File: src/hw/rtl/twv_pkg.sv
`timescale 1ns / 1ps
// ----------------------------------------------------------------------------
// twv_pkg
// Shared constants, state encoding and control struct of the trapped water
// volume core.
// ----------------------------------------------------------------------------
package twv_pkg;

    // bar height width, fixed by the stream payload
    localparam int HEIGHT_BITS  = 16;
    // default number of bars a sequence may store
    localparam int MAX_LEN_DEF  = 1024;
    // fewest stored bars for which the backward scan is run
    localparam int MIN_BARS     = 2;

    // result total width and saturation value
    localparam int TOTAL_W      = 26;
    localparam logic [TOTAL_W-1:0] TOTAL_MAX = {TOTAL_W{1'b1}};

    // stream payload widths, padded to whole bytes
    localparam int S_TDATA_W    = 16;
    localparam int M_TDATA_W    = 32;

    // sequencer states
    typedef enum logic [1:0] {
        ST_LOAD,
        ST_SCAN,
        ST_TAIL,
        ST_DONE
    } t_state;

    // control from the sequencer to the backward scan datapath
    typedef struct packed {
        logic clear;
        logic step;
    } t_scan_ctl;

endpackage

File: src/hw/rtl/twv_scan.sv
`timescale 1ns / 1ps
// ----------------------------------------------------------------------------
// twv_scan
// Backward pass datapath: running suffix maximum and saturating water sum,
// one bar per step.
// ----------------------------------------------------------------------------
module twv_scan (
    input  logic                              i_clk,
    input  logic                              i_rst_n,
    input  twv_pkg::t_scan_ctl                i_ctl,
    input  logic [twv_pkg::HEIGHT_BITS-1:0]   i_height,
    input  logic [twv_pkg::HEIGHT_BITS-1:0]   i_left_max,
    output logic [twv_pkg::TOTAL_W-1:0]       o_sum
);
    import twv_pkg::*;

    logic [HEIGHT_BITS-1:0] r_suffix, n_suffix;
    logic [TOTAL_W-1:0]     r_sum, n_sum;
    logic [HEIGHT_BITS-1:0] level;
    logic [HEIGHT_BITS-1:0] depth;
    logic [TOTAL_W:0]       sum_ext;

    // water level over this bar and the amount it holds
    always_comb begin
        level   = (i_left_max < r_suffix) ? i_left_max : r_suffix;
        depth   = (level > i_height) ? (level - i_height) : '0;
        sum_ext = {1'b0, r_sum} + (TOTAL_W+1)'(depth);
    end

    // next suffix max and saturated sum
    always_comb begin
        n_suffix = r_suffix;
        n_sum    = r_sum;
        if (i_ctl.clear) begin
            n_suffix = '0;
            n_sum    = '0;
        end else if (i_ctl.step) begin
            n_suffix = (i_height > r_suffix) ? i_height : r_suffix;
            n_sum    = (sum_ext > {1'b0, TOTAL_MAX}) ? TOTAL_MAX : sum_ext[TOTAL_W-1:0];
        end
    end

    always_ff @(posedge i_clk) begin
        if (!i_rst_n) begin
            r_suffix <= '0;
            r_sum    <= '0;
        end else begin
            r_suffix <= n_suffix;
            r_sum    <= n_sum;
        end
    end

    assign o_sum = r_sum;

`ifndef SYNTHESIS
    // a clear leaves an empty accumulator
    a_clear_zero: assert property (@(posedge i_clk) disable iff (!i_rst_n)
        i_ctl.clear |=> (r_sum == '0) && (r_suffix == '0))
        else $error("scan clear did not empty the accumulator");

    // the sum never shrinks during a pass
    a_sum_monotonic: assert property (@(posedge i_clk) disable iff (!i_rst_n)
        (i_ctl.step && !i_ctl.clear) |=> (r_sum >= $past(r_sum)))
        else $error("water sum decreased during the pass");

    // the suffix max never shrinks during a pass
    a_suffix_monotonic: assert property (@(posedge i_clk) disable iff (!i_rst_n)
        (i_ctl.step && !i_ctl.clear) |=> (r_suffix >= $past(r_suffix)))
        else $error("suffix maximum decreased during the pass");
`endif

endmodule

File: config.mk
export PLATFORM = sky130hd
export DESIGN_NAME = twv_scan
export DESIGN_NICKNAME = d
export VERILOG_FILES = /design/src/hw/rtl/twv_pkg.sv /design/src/hw/rtl/twv_scan.sv
export SDC_FILE = /design/constraint.sdc
export NUM_CORES = 1
export LEC_CHECK = 0
export BUFFER_PORTS_ARGS = -buffer_cell sky130_fd_sc_hd__buf_2
export CORE_ASPECT_RATIO = 1.75
export CORE_MARGIN = 2
export CORE_UTILIZATION = 53
export DETAILED_ROUTE_END_ITERATION = 8
export PLACE_DENSITY_LB_ADDON = 0.15
export SLEW_MARGIN = 20
export SYNTH_ARGS = -nofsm -noshare
export SYNTH_HDL_FRONTEND = slang
export SYNTH_SLANG_ARGS = --single-unit
File: constraint.sdc
create_clock -name i_clk -period 19.24 [get_ports i_clk]
set_clock_uncertainty 0.15 [all_clocks]
set_input_delay 0.962 -clock i_clk [delete_from_list [all_inputs] [get_ports i_clk]]
set_output_delay 0.962 -clock i_clk [all_outputs]
set_load 0.02 [all_outputs]
==> metrics.cfg <==
[timing]
setup_viol = 0
holdWs_ns = 0.341
relSlewSlack = 0.462
tns_ns = 0
hold_viol = 0
max_freq_mhz = 140
finalCritPeriodShare = 0.372
worst_pin_slew_ns = 0.805
rsz0062_at_grt = false
period_needed_ns = 7.16
slew_violations = 0

[drt]
via_count = 4486
first_pass_iters = 4
via_per_inst = 6.40
antenna_left = 0
drt_iter0_drc = 222
wl_mm = 12.7
wl_per_cell_um = 18.2
post-route-drc-count = 0

[floorplan]
dieArea_mm2 = 0.00928
die_width_um = 73.7
io_pins = 62
start_util = 0.545
fp-row-count = 44
core_mm2 = 0.00826
fp.dieH_um = 126

[logic_synthesis]
synth_edf_count = 0
synth_flop_cell = dfxtp_1
ys.warnings.count = 0
synthCells = 556
async_reset_ff_frac = 0
ys_types = 70
ys_ff_latch = 42
synth_area_per_cell_um2 = 8.10
yosysSeqAreaShare = 0.187
netlist_area_mm2 = 0.00450
synthesis.nets = 657

[finish]
fillerInstances = 805
diodes = 0
finalNonFillerCells = 701
drive_gt1_frac = 0.200
final_nets = 709
final_cell_mix = ha_1 (63), buf_2 (61), a21oi_1 (48)
final_area_mm2 = 0.00500
layout_commonest_cell = ha_1
area_delta_synth_final_pct = 11.0

[clocking]
clock-sinks = 42
postCtsSetupBuffers = 0
cts_made_buffers = 5
cts_max_path_buffers = 2
clock_insertion_delay_worst_skew_ns = 0.29
clk_pin_slew_worst_paths_ns = 0.06
clock-root-buffer = clkbuf_16
htree_num_levels = 2
cts_tree = yes
cts_hold_buf = 0
post_cts_resized = 0

[global_routing]
antenna_found_initial = 0
grt_pass1_vias = 4685
grt_overflow = 0
grt_pass1_wl_mm = 20.9
grt_use_total = 0.283
grt_max_degree = 26

[power_and_ir_drop]
p_per_area_mw_per_mm2 = 55.4
vdd_drop_max_uv = 46.8
p_leak_nw = 2.33

[flow_run]
maxCapViolations = 0

[placement]
port_buffers = 61
hpwl_mm = 10.2
dp.cells = 693
place.gp.congestion = 0.930
placed_cell_area_mm2 = 0.00484

[critical_path]
critPathKind = primary input to flop
start_kind = primary input
endpoint_kind = flop
cp.arrival_ns = 7.19
required_ns = 19.27
crit_fanout = 16

[hold_path]
hold_path.class = flop to flop

[run_status]
status = complete, no violations

[flip-flops by register name, summed over array words and instances (netlist names)]
signal,cells
r_suffix,16
o_sum,26
[logic make-up (layout without fill, tap and decap cells)]
group	Yosys count	count (layout)	share of synthesized area
AND/OR/NAND/NOR	150	150	0.177
multiplexers	20	20	0.0489
buffers and inverters	65	118	0.0611
AO/OA/AOI/OAI	193	193	0.302
XOR/XNOR	21	21	0.0408
flip-flops	42	42	0.187
adder cells (fa/ha/maj)	65	65	0.184
[cell type report]
cell class                      count  area (µm²)  area share
Multi-Input combinational cell    449        3400       0.679
Sequential cell                    42         841       0.168
Timing Repair Buffer               64         328      0.0656
Inverter                           46         173      0.0345
Clock buffer                        7         143      0.0285
Tap cell                           92         115      0.0230
Clock inverter                      1        5.00     0.00100
[critical path: stages]
cell and delay, ns:
buf_2 0.10, ha_1 0.31, a21o_1 0.17, a21o_1 0.17, a21oi_1 0.18, o211ai_1 0.12
a31oi_2 0.15, buf_4 0.27, mux2i_1 0.22, ha_1 0.19, inv_1 0.06, fa_1 0.41
a211oi_1 0.35, o211a_1 0.28, a2111oi_2 0.06, a211oi_1 0.32, or2_1 0.47, nor2_1 0.10
ha_1 0.23, inv_1 0.08, fa_1 0.21, nand2b_1 0.14, or4b_1 0.56, a21boi_2 0.34
o311ai_4 0.30, o31a_2 0.43
[path summary, 6_finish.rpt]
kind            startpoint         to  slack, ns  cells past startpoint
max          i_left_max[9]  o_sum[12]      12.08                     26
min              o_sum[24]  o_sum[24]       0.34                      2
min reg2reg      o_sum[24]  o_sum[24]       0.34                      2
max reg2reg    r_suffix[9]  o_sum[12]      12.45                     26
[layer usage]
layer,vias up,routed length (µm),global-route usage
met2,112,7170,0.549
li1,2206,-,-
met4,0,634,0.152
met3,41,355,0.0328
met5,-,0,0
met1,2127,4570,0.271
[stage by stage]
step,setup WS (ns),power (mW),utilization
2_1_floorplan,12.52,0.166,-
3_3_place_gp,11.92,0.188,0.587
3_5_place_dp,11.78,0.190,0.587
4_1_cts,12.07,0.278,0.604
5_1_grt,11.59,0.292,0.605
6_report,12.08,0.277,0.605
[cells in the mapped netlist, drive strengths merged (12+ instances only)]
cell type  instances  area (µm²)
nand2             31         116
a21o              17         128
a21oi             48         240
o21ai             42         210
mux2              16         180
nor3              15        80.1
inv               46         173
nand3             26         130
nand4             16         115
a211oi            12        95.1
ha                63         788
dfxtp             42         841
nor2              23        86.3
xnor2             14         123
o221a             16         180
[report_power, final]
part	switching, mW	internal, mW
sequential	0.00225	0.0895
combinational	0.0573	0.0406
clock	0.0357	0.0515
(Power assumes the default switching activity.)
